--- src/ksq_pkg.sv ---
package ksq_pkg;

   typedef enum logic [1:0] {
      OP_STASH  = 2'd0,
      OP_EVICT  = 2'd1,
      OP_LOOKUP = 2'd2,
      OP_GATHER = 2'd3
   } ksq_op_type;

   localparam logic CSR_SLOTS_IN_USE  = 1'b0;
   localparam logic CSR_DEPTH_PER_UID = 1'b1;

   localparam int unsigned MAX_RESULTS = 64;
   localparam logic [6:0]  COUNT_SAT   = 7'd127;

   // broadcast from the controller to every cell
   typedef struct packed {
      logic [63:0] key_uid;
      logic [31:0] key_frame;
      logic        key_clean;
      logic        write_en;
      logic        kill_en;
   } ksq_cmd_type;

   // scan result accumulated along the row of cells
   typedef struct packed {
      logic        hit;
      logic        uid_eq;
      logic        clean;
      logic [31:0] frame;
   } ksq_acc_type;

endpackage

--- src/ksq_cell.sv ---
module ksq_cell #(
   parameter int unsigned IDX = 0,
   parameter int unsigned RW = 6,
   parameter int unsigned CW = 7
) (
   input  logic                 clock,
   input  logic                 reset,
   input  ksq_pkg::ksq_cmd_type cmd,
   input  logic [CW-1:0]        scan_rank,
   input  logic [RW-1:0]        kill_rank,
   input  logic [RW-1:0]        write_rank,
   input  logic                 in_range,
   input  logic                 free_in,
   input  logic [RW-1:0]        free_idx_in,
   input  ksq_pkg::ksq_acc_type acc_in,
   input  logic [RW-1:0]        acc_slot_in,
   output logic                 free_out,
   output logic [RW-1:0]        free_idx_out,
   output ksq_pkg::ksq_acc_type acc_out,
   output logic [RW-1:0]        acc_slot_out
);
   import ksq_pkg::*;

   localparam logic [RW-1:0] MY_IDX = RW'(IDX);

   logic          live_ff;
   logic [RW-1:0] rank_ff;
   logic [63:0]   uid_ff;
   logic [31:0]   frame_ff;
   logic          clean_ff;

   logic is_free;
   logic sel;
   logic hit;

   assign is_free = !live_ff && in_range;
   // lowest free slot wins: a free cell below blocks this one
   assign sel = is_free && !free_in;
   assign free_out = free_in || is_free;
   assign free_idx_out = free_in ? free_idx_in : MY_IDX;

   assign hit = live_ff && (CW'(rank_ff) == scan_rank);

   always_comb begin
      acc_out.hit    = acc_in.hit | hit;
      acc_out.uid_eq = acc_in.uid_eq | (hit && (uid_ff == cmd.key_uid));
      acc_out.clean  = acc_in.clean | (hit && clean_ff);
      acc_out.frame  = acc_in.frame | (hit ? frame_ff : 32'd0);
      acc_slot_out   = acc_slot_in | (hit ? MY_IDX : '0);
   end

   always_ff @(posedge clock) begin
      if (reset) begin
         live_ff <= 1'b0;
      end else if (cmd.write_en && sel) begin
         live_ff <= 1'b1;
      end else if (cmd.kill_en && live_ff && rank_ff == kill_rank) begin
         live_ff <= 1'b0;
      end
   end

   always_ff @(posedge clock) begin
      if (cmd.write_en && sel) begin
         rank_ff  <= write_rank;
         uid_ff   <= cmd.key_uid;
         frame_ff <= cmd.key_frame;
         clean_ff <= cmd.key_clean;
      end else if (cmd.kill_en && live_ff && rank_ff > kill_rank) begin
         rank_ff <= rank_ff - RW'(1);
      end
   end

endmodule

--- config.mk ---
export PLATFORM = sky130hd
export DESIGN_NAME = ksq_cell
export DESIGN_NICKNAME = d
export VERILOG_FILES = /design/src/ksq_pkg.sv /design/src/ksq_cell.sv
export SDC_FILE = /design/constraint.sdc
export NUM_CORES = 1
export LEC_CHECK = 0
export ABC_AREA = 0
export CORE_ASPECT_RATIO = 1.75
export CORE_MARGIN = 3
export CORE_UTILIZATION = 57
export DETAILED_ROUTE_END_ITERATION = 7
export DONT_BUFFER_PORTS = 1
export PLACE_DENSITY = 0.75
export SYNTH_ARGS = -nofsm -noshare
export SYNTH_HDL_FRONTEND = slang
export SYNTH_SLANG_ARGS = --single-unit
--- constraint.sdc ---
create_clock -name clock -period 4.65 [get_ports clock]
set_input_delay 0.465 -clock clock [delete_from_list [all_inputs] [get_ports clock]]
set_output_delay 0.465 -clock clock [all_outputs]
set_load 0.05 [all_outputs]
After elaboration in Yosys (flattened, before gate mapping)
Index checks and enable logic that the tools add are counted.
Widths: inputs -> output; s select.
- output and inout bits: 48
- bits in registers: 104
- word-level logic and storage cells: 34
- input bits: 169
- order comparisons: 1
- bitwise operators: 4
- muxes and demuxes: 6
- equality and inequality tests: 3
- reductions and logical operators: 14
- add/subtract/negate cells: 1
- operators with widths (cell ; number):
    $eq 64x64->1 ; 1
    $mux 32 ; 1
    $or 32x32->32 ; 1
    $mux 6 ; 3
    $logic_and 1x1->1 ; 9
    $eq 6x7->1 ; 1
    $eq 6x6->1 ; 1
    $gt 6x6->1 ; 1
    $sub 6x1->6 const B ; 1
    $reduce_bool 2->1 ; 2
    $or 1x1->1 ; 3
    $logic_not 1->1 ; 2
    $mux 1 ; 2
    $logic_or 1x1->1 ; 1

Logic depth before layout (Yosys ltp)
Gate-level depths: netlist of run 1.
- depth in word-level cells: 5
- depth in mapped cells: 8
- mapped depth without buffers: 8

Worst setup path before layout of run 1
No wires, ideal clock.
- path type: in2reg
- start point: input port in_range
- end point: register rank_ff[0] (data pin)
- required time: 4.245 ns
- data arrival time: 4.015 ns
- library setup time: 0.405 ns
- cell stages on the path: 3
- buffers on the path: 1
- slack: 0.229 ns
- path through: nor4bb_1 -> clkbuf_1 -> o21ai_0
- cells in the longest elaborated chain, start to end: 4
- RTL lines (what ; RTL line ; RTL):
    from (decl) ; ksq_cell.sv:12 ; input logic in_range,
    $logic_and 1x1->1 ; ksq_cell.sv:36 ; assign is_free = !live_ff && in_range;
    $logic_and 1x1->1 ; ksq_cell.sv:38 ; assign sel = is_free && !free_in;
    $logic_and 1x1->1 ; ksq_cell.sv:63 ; if (cmd.write_en && sel) begin
    $mux 6 ; ksq_cell.sv:63 ;
    to (signal assigned) ; ksq_cell.sv:64 ; rank_ff <= write_rank;
    to (signal assigned) ; ksq_cell.sv:69 ; rank_ff <= rank_ff - RW'(1);
    to (decl) ; ksq_cell.sv:27 ; logic [RW-1:0] rank_ff;
No other way between the ends.
A chain may end at the register's enable or synchronous reset.

==> flow_summary.yaml, run 1 <==
floorplanning:
  die_h_um: 124
  ioPinCount: 217
  die_x_um: 73.7
  die_area_um2: 9180
  rows: 42
  initial_core_util_pct: 59.6
  core_area_um2: 7670
final_layout:
  fillers: 564
  syn2layout_area_growth_pct: 8.65
  nets: 483
  layout_commonest_cell: "edfxtp_1"
  multi_input_area_um2: 1380
  layout.cells.non_filler: 400
  drive_above_1_share_pct: 6.41
  layout_common_cells: "edfxtp_1 (103), xor2_1 (53), a21o_1 (34)"
  antenna_cells: 0
  seqCellArea_um2: 3110
critical_path:
  arrival_ps: 2580
  crit_path_start_kind: "register"
  path_max_fanout: 35
  crit_required_ps: 4180
  cp-end-kind: "output port"
  timing_worst_setup_path_type: "reg -> out"
yosys:
  syn_area_per_cell_um2: 15.1
  synth-async-reset-ratio_pct: 0
  ys_ff_latch: 104
  yosysWarnings: 0
  synthCells: 303
  syn-cell-area_um2: 4570
  synthesis.nets: 479
  synthFlopType: "edfxtp_1"
  ys_types: 27
  synth-edff-count: 103
  yosysSeqAreaShare_pct: 68.1
power_and_ir_drop:
  p_seq_share_pct: 53.5
  fin_total_pwr_mw: 2.02
  p_sw_uw: 434
  swShare_pct: 21.5
  peakVddDrop_v: 0.000311
  p_int_mw: 1.58
  total_leakage_power_nw: 1.82
  power_density_nw_per_um2: 406
  combinationalPowerShare_pct: 8.2
  clockPowerShare_pct: 38.4
sta:
  worstMarginPinSlew_ps: 891
  fin_ws_ps: 1600
  timing_hold_violations_final: 0
  fmax_mhz: 328
  slew_viol_final: 0
  post-route-min-period_ps: 3050
  finalCritPeriodShare_pct: 65.6
  clock_skew_ps: 8.04
  setup_viol: 0
  rsz0062_at_grt: "false"
  finalSetupTns_ps: 0
  relSlewSlack_pct: 40.0
  holdWs_ps: 196
global_routing:
  grt_antenna_before_repair: 0
  grt_max_degree: 66
  overflow: 0
  grt_pass1_wl_mm: 12.8
  grt_pass1_vias: 2601
  grt_usage_pct: 18.9
cts:
  ctsLongestPathBuffers: 2
  clock_sinks: 104
  clock_latency_ps: 330
  numCtsBuffers: 9
  htree_levels: 3
  cts_resized: 0
  cts_tree: "done"
  post_cts_buffers: 0
  cts_root_buffer: "clkbuf_16"
  cts_hold_buf: 0
  clk_pin_slew_ps: 70
place:
  pre_cts_ws_ps: 1920
  dp_cells: 384
  gp_congestion: 0.746
  dp_hpwl_mm: 6.85
  numPortBuffers: 0
detailed_routing:
  drtIter0Drc: 117
  avgViaCountPerCell: 6.04
  via_count: 2416
  detail-route-antenna-nets: 0
  post-route-drc-count: 0
  routed_wl_mm: 8.75
  wl_per_cell_um: 21.9
  first_pass_iters: 4
status:
  status: "complete, no violations"
worst_hold_path:
  min_path_type: "in -> reg"
job:
  maxCapViolCount: 0
## power by group through the flow
| stage | sequential (mW) | combinational, mW | clock (mW) |
|---|---|---|---|
| detailed placement | 1.10 | 0.166 | 0 |
| finish | 1.08 | 0.165 | 0.774 |
| CTS | 1.08 | 0.166 | 0.795 |
| global route | 1.08 | 0.176 | 0.824 |
| global placement | 1.10 | 0.164 | 0 |
| floorplan | 1.10 | 0.162 | 0 |
## path summary, 6_finish.rpt
path         slack (ps)           to        from  cells past startpoint
max reg2reg        2280   rank_ff[2]  rank_ff[1]                      7
min                 200      live_ff       reset                      1
min reg2reg         590      live_ff     live_ff                      2
max                1600  acc_out[33]  rank_ff[0]                      7
## flip-flops by register name, indices dropped and copies added (netlist names)
name,count
rank_ff,6
uid_ff,64
clean_ff,1
live_ff,1
frame_ff,32
## layout make-up
cell class              instances  share of cell area (%)
flip-flops and latches        104                    62.7
repair buffers                  3                   0.453
clock buffers                  10                    4.61
multi-input cells             181                    27.8
inverters                       8                   0.604
well taps                      88                    2.22
clock inverters                 6                    1.66
## worst max-delay path, stage by stage, from the launching register on
cell      delay (ps)
edfxtp_1         440
xor2_1           180
or3_1            350
nor4_4           140
buf_4            360
nand3_1          110
nor3_1           160
a41o_1           510
## cells by family (layout without fill, tap and decap cells)
family | after synthesis | in the layout | share of synthesized area, %
flops | 104 | 104 | 68.1
xor+xnor | 74 | 74 | 14.2
compound gates | 47 | 47 | 7.17
buf+inv | 18 | 27 | 2.05
fa+ha+maj | 7 | 7 | 1.92
simple gates | 53 | 53 | 6.62
## synthesized netlist by cell type, types with 2 or more instances
cell	n	area, µm²
xnor2_1	21	184
edfxtp_1	103	3090
ha_1	7	87.6
nor3_1	2	10.0
inv_1	8	30.0
nand4_1	7	43.8
nor2_1	5	18.8
nand3_1	2	10.0
and2_1	6	37.5
nor4_1	13	81.3
a21oi_1	3	15.0
o21ai_0	8	40.0
xor2_1	53	464
buf_4	6	45.0
buf_2	3	15.0
nand2_1	12	45.0
a21o_1	34	255
## metrics by stage
step | area, µm² | util [%]
final | 4970 | 64.8
after detailed placement | 4660 | 60.7
after global routing | 4970 | 64.8
after global placement | 4660 | 60.7
after floorplan | 4570 | -
after CTS | 4970 | 64.8
## routing by layer
layer | vias up | global-route usage, % | wire, µm
li1 | 1116 | - | -
met5 | - | 0 | 0
met1 | 1143 | 17.2 | 2630
met2 | 143 | 34.3 | 4720
met4 | 0 | 7.68 | 204
met3 | 14 | 8.72 | 1200
No activity file was read; power rests on OpenSTA's default activity.
==> inputs of run 2 (changes only) <==
clock period = 2.5 ns   (was 4.65 ns; I/O delays follow)
==> run 2 against run 1 <==
Sequential cell count unchanged. Cell count rose by 34%. Critical path depth unchanged. Non-clock buffer count increased by 136. Die area unchanged. Hold slack worse by 93 ps. Critical endpoint is now acc_out[18]. Largest power group unchanged.
==> flow_summary.yaml, run 2 (synthesis results as in run 1) <==
status:
  status: "complete, no violations"
sta:
  timing_hold_violations_final: 0
  setup_viol: 0
  relSlewSlack_pct: 61.0
  clock_skew_ps: 6.21
  fin_ws_ps: 66.3
  post-route-min-period_ps: 2430
  finalCritPeriodShare_pct: 97.3
  worstMarginPinSlew_ps: 582
  slew_viol_final: 0
  fmax_mhz: 411
floorplanning:
  ioPinCount: 217
  rows: 42
  initial_core_util_pct: 59.6
  die_h_um: 124
  die_area_um2: 9180
  core_area_um2: 7670
  die_x_um: 73.7
detailed_routing:
  detail-route-antenna-nets: 0
  first_pass_iters: 4
  via_count: 3155
  wl_per_cell_um: 24.9
  post-route-drc-count: 0
  routed_wl_mm: 13.3
  drtIter0Drc: 276
  avgViaCountPerCell: 5.89
critical_path:
  arrival_ps: 2180
  path_max_fanout: 17
  rr_startpoint: "rank_ff[1]"
  worst-path-stages: 7
  timing_worst_setup_path_type: "reg -> out"
  r2r_slack_ps: 420
  max_stage_delay_ps: 410
  crit_required_ps: 2250
  cp-end-kind: "output port"
  ff2ff_path_depth: 7
  crit_path_start_kind: "register"
  cp_common_cell: "buf_4"
  crit_chain: "buf_4 -> xor2_1 -> nor4_4 -> buf_4 -> clkbuf_16 -> a21o_1 -> buf_12"
  worst_path_max_delay_cell: "edfxtp_1"
  worst-path-buf-inv: 4
  cpLargestDelayFamily: "buffers and inverters"
  worstReg2RegEnd: "rank_ff[2]"
power_and_ir_drop:
  power_density_nw_per_um2: 613
  peakVddDrop_v: 0.000542
  fin_total_pwr_mw: 4.05
  total_leakage_power_nw: 2.54
global_routing:
  grt_pass1_wl_mm: 19.3
  overflow: 0
  grt_pass1_vias: 3454
  grt_usage_pct: 29.2
  grt_max_degree: 63
  grt_antenna_before_repair: 0
place:
  numPortBuffers: 0
  gp_congestion: 0.770
  pre_cts_ws_ps: 251
  dp_hpwl_mm: 8.09
final_layout:
  antenna_cells: 0
  layout_commonest_cell: "edfxtp_1"
  fillers: 347
  regMostFlops: "uid_ff"
  largest_register_ffs: 64
  nets: 619
  multi_input_area_um2: 1390
  syn2layout_area_growth_pct: 44.7
  drive_above_1_share_pct: 13.6
  top_regs: "uid_ff: 64 flops, frame_ff: 32 flops, rank_ff: 6 flops"
  seqCellArea_um2: 3110
  layout_common_cells: "edfxtp_1 (103), dlygate4sd3_1 (98), xor2_1 (53)"
cts:
  clk_pin_slew_ps: 70
  cts_root_buffer: "clkbuf_16"
  cts_tree: "done"
  ctsLongestPathBuffers: 2
  htree_levels: 3
  clock_latency_ps: 340
  clock_sinks: 104
  numCtsBuffers: 9
worst_hold_path:
  holdPathStages: 2
  min_to: "rank_ff[5]"
  min_path_type: "in -> reg"
  min_from: "write_rank[5]"
job:
  maxCapViolCount: 0
## run 2: worst max-delay path by stage
| stage | from | to |
|---|---|---|
| 2_1_floorplan | live_ff | rank_ff[0] |
| 3_3_place_gp | rank_ff[1] | rank_ff[0] |
| 3_5_place_dp | rank_ff[1] | rank_ff[2] |
| 4_1_cts | rank_ff[0] | acc_out[33] |
| 5_1_grt | rank_ff[1] | acc_out[18] |
| 6_report | rank_ff[3] | acc_out[18] |
## run 2: report_power, final
part	internal, mW	switching (mW)
clock network	0.875	0.604
registers	1.98	0.0262
logic	0.284	0.285
## run 2: metal layers
layer / part of all wire, % / vias up / wire [µm] / track usage, %
met4: 4.3 / 0 / 579 / 14.5
met3: 10 / 42 / 1330 / 8.89
met2: 55 / 201 / 7290 / 50.9
met1: 31 / 1521 / 4150 / 30.4
met5: 0 / - / 0 / 0
li1: - / 1391 / - / -
## run 2: stage by stage
stage                     hold WS, ps  cells  setup TNS, ps  utilization, %  instance area [µm²]
after floorplan                   322    303              0               -                 4580
after global placement            326    419              0            68.7                 5270
after detailed placement          328    419              0            68.7                 5270
after CTS                        96.4    534              0            85.7                 6580
after global routing              114    536          -38.0            86.3                 6620
final                             103    536              0            86.3                 6620
## run 2: final cells by class
type	instances	area share (%)
clock inverters	6	1.25
repair buffers	139	25.1
well taps	88	1.66
inverters	8	0.454
clock buffers	10	3.46
multi-input cells	181	21.0
flip-flops and latches	104	47.1
## run 2: repair_timing
item / 4_1_cts / 5_1_grt
hold buffers: 98 / 0
buffers inserted: 1 / 1
resized for setup: 2 / 3
hold endpoints to repair: 98 / 0
endpoints found under the setup margin: 1 / 10
gates cloned: 0 / 1
pin swaps: 2 / 8
==> inputs of run 3 (changes only) <==
CORE_UTILIZATION = 55   (was 57)
PLACE_DENSITY = 0.73   (was 0.75)
==> run 3 against run 2 <==
Combinational power is 1% higher. Global-route usage fell by 3.6 points. Power up 2.0%. Maximum frequency fell by 2.0%. Via count about the same. Setup slack lost 49 ps. Sequential cell count unchanged. Clock skew hardly changed. Register-to-register slack got worse by 100 ps. Count of clock-buffer cells in the layout shrank 1. Hold slack improved by 7.8 ps. Critical endpoint is now acc_out[33]. Highest routed layer unchanged.
==> flow_summary.yaml, run 3 (synthesis results as in run 1) <==
sta:
  holdWs_ps: 111
  finalSetupTns_ps: 0
  worstMarginPinSlew_ps: 558
  rsz0062_at_grt: "true"
  clock_skew_ps: 6.61
  finalCritPeriodShare_pct: 99.3
  post-route-min-period_ps: 2480
  slew_viol_final: 0
  relSlewSlack_pct: 62.5
  fmax_mhz: 403
  setup_viol: 0
  timing_hold_violations_final: 0
global_routing:
  grt_usage_pct: 25.6
  grt_antenna_before_repair: 2
  overflow: 0
  grt_pass1_wl_mm: 17.2
  grt_max_degree: 58
  grt_pass1_vias: 3284
detailed_routing:
  detail-route-antenna-nets: 0
  routed_wl_mm: 13.6
  first_pass_iters: 4
  drtIter0Drc: 233
  via_count: 3157
  wl_per_cell_um: 24.9
  avgViaCountPerCell: 5.79
  post-route-drc-count: 0
final_layout:
  drive_above_1_share_pct: 14.3
  syn2layout_area_growth_pct: 46.5
  regMostFlops: "uid_ff"
  nets: 624
  layout_common_cells: "edfxtp_1 (103), dlygate4sd3_1 (98), xor2_1 (53)"
  layout_commonest_cell: "edfxtp_1"
  largest_register_ffs: 64
  top_regs: "uid_ff: 64 flops, frame_ff: 32 flops, rank_ff: 6 flops"
  fillers: 378
power_and_ir_drop:
  power_density_nw_per_um2: 617
  total_leakage_power_nw: 2.58
  peakVddDrop_v: 0.000471
place:
  numPortBuffers: 0
  gp_congestion: 0.819
  dp_hpwl_mm: 8.03
critical_path:
  crit_required_ps: 2250
  worst_path_max_delay_cell: "edfxtp_1"
  path_max_fanout: 4
  r2r_slack_ps: 320
  arrival_ps: 2230
  ff2ff_path_depth: 8
  crit_chain: "xor2_1 -> or3_4 -> nor4_4 -> nand3_1 -> nor3_2 -> a41o_1 -> buf_12"
  timing_worst_setup_path_type: "reg -> out"
  cp-end-kind: "output port"
  crit_path_start_kind: "register"
  worstReg2RegEnd: "rank_ff[5]"
  rr_startpoint: "rank_ff[1]"
  max_stage_delay_ps: 440
worst_hold_path:
  min_path_type: "in -> reg"
  min_to: "rank_ff[5]"
  holdPathStages: 2
  min_from: "write_rank[5]"
cts:
  htree_levels: 3
  clock_latency_ps: 340
  numCtsBuffers: 9
  clock_sinks: 104
  clk_pin_slew_ps: 60
  cts_root_buffer: "clkbuf_16"
  ctsLongestPathBuffers: 2
  cts_tree: "done"
floorplanning:
  core_area_um2: 8020
  initial_core_util_pct: 57.0
  die_x_um: 74.9
  die_area_um2: 9490
  ioPinCount: 217
  rows: 43
  die_h_um: 127
status:
  status: "complete, no violations"
job:
  maxCapViolCount: 0
## run 3: worst max path at each step
stage	startpoint	endpoint	cells past startpoint	slack, ps
CTS	rank_ff[0]	acc_out[11]	6	-60
global route	rank_ff[0]	acc_out[33]	7	-90
detailed placement	rank_ff[1]	rank_ff[3]	7	210
global placement	rank_ff[0]	acc_out[33]	7	260
floorplan	live_ff	rank_ff[0]	3	290
finish	rank_ff[0]	acc_out[33]	7	20
## run 3: metrics by stage
step	std cells	total power [mW]	utilization (%)	area, µm²	worst slack [ps]
final	545	4.14	83.6	6700	17.2
after global routing	545	4.26	83.6	6700	-93.8
after floorplan	303	2.34	-	4580	287
after CTS	507	4.09	78.4	6280	-55.5
after detailed placement	424	2.47	65.7	5270	211
after global placement	424	2.46	65.7	5270	256
## run 3: worst max-delay path: cells and delay by family (launching register included)
family | cells | cell delay [ps]
compound gates | 1 | 250
flops | 1 | 440
xor+xnor | 1 | 200
buf+inv | 1 | 150
simple gates | 4 | 870
## run 3: final cells by class
type | count | area, µm² | area share, %
repair buffers | 144 | 1710 | 25.5
clock inverters | 7 | 110 | 1.64
multi-input cells | 181 | 1400 | 20.9
clock buffers | 9 | 225 | 3.36
inverters | 8 | 30.0 | 0.448
flip-flops and latches | 104 | 3110 | 46.5
well taps | 90 | 113 | 1.68
diodes | 2 | 5.00 | 0.0747
## run 3: power breakdown
| part | switching [mW] | total [mW] | internal (mW) | leakage [nW] |
|---|---|---|---|---|
| sequential | 0.0249 | 2.01 | 1.98 | 0.953 |
| combinational | 0.289 | 0.575 | 0.286 | 1.47 |
| clock | 0.587 | 1.56 | 0.970 | 0.162 |
| total | 0.901 | 4.14 | 3.24 | 2.58 |
## run 3: per-layer routing
| metal | track usage (%) | share of wire, % |
|---|---|---|
| met1 | 22.8 | 32 |
| met5 | 0 | 0 |
| met2 | 49.0 | 57 |
| met3 | 8.09 | 8.2 |
| met4 | 10.7 | 3.6 |
## run 3: what timing repair did
| action | CTS | global route |
|---|---|---|
| endpoints found under the setup margin | 35 | 35 |
| cloned | 0 | 3 |
| buffers inserted | 0 | 2 |
| resized for setup | 1 | 7 |
| hold endpoints to repair | 67 | 31 |
| pin swaps | 0 | 4 |
| hold buffers | 67 | 31 |
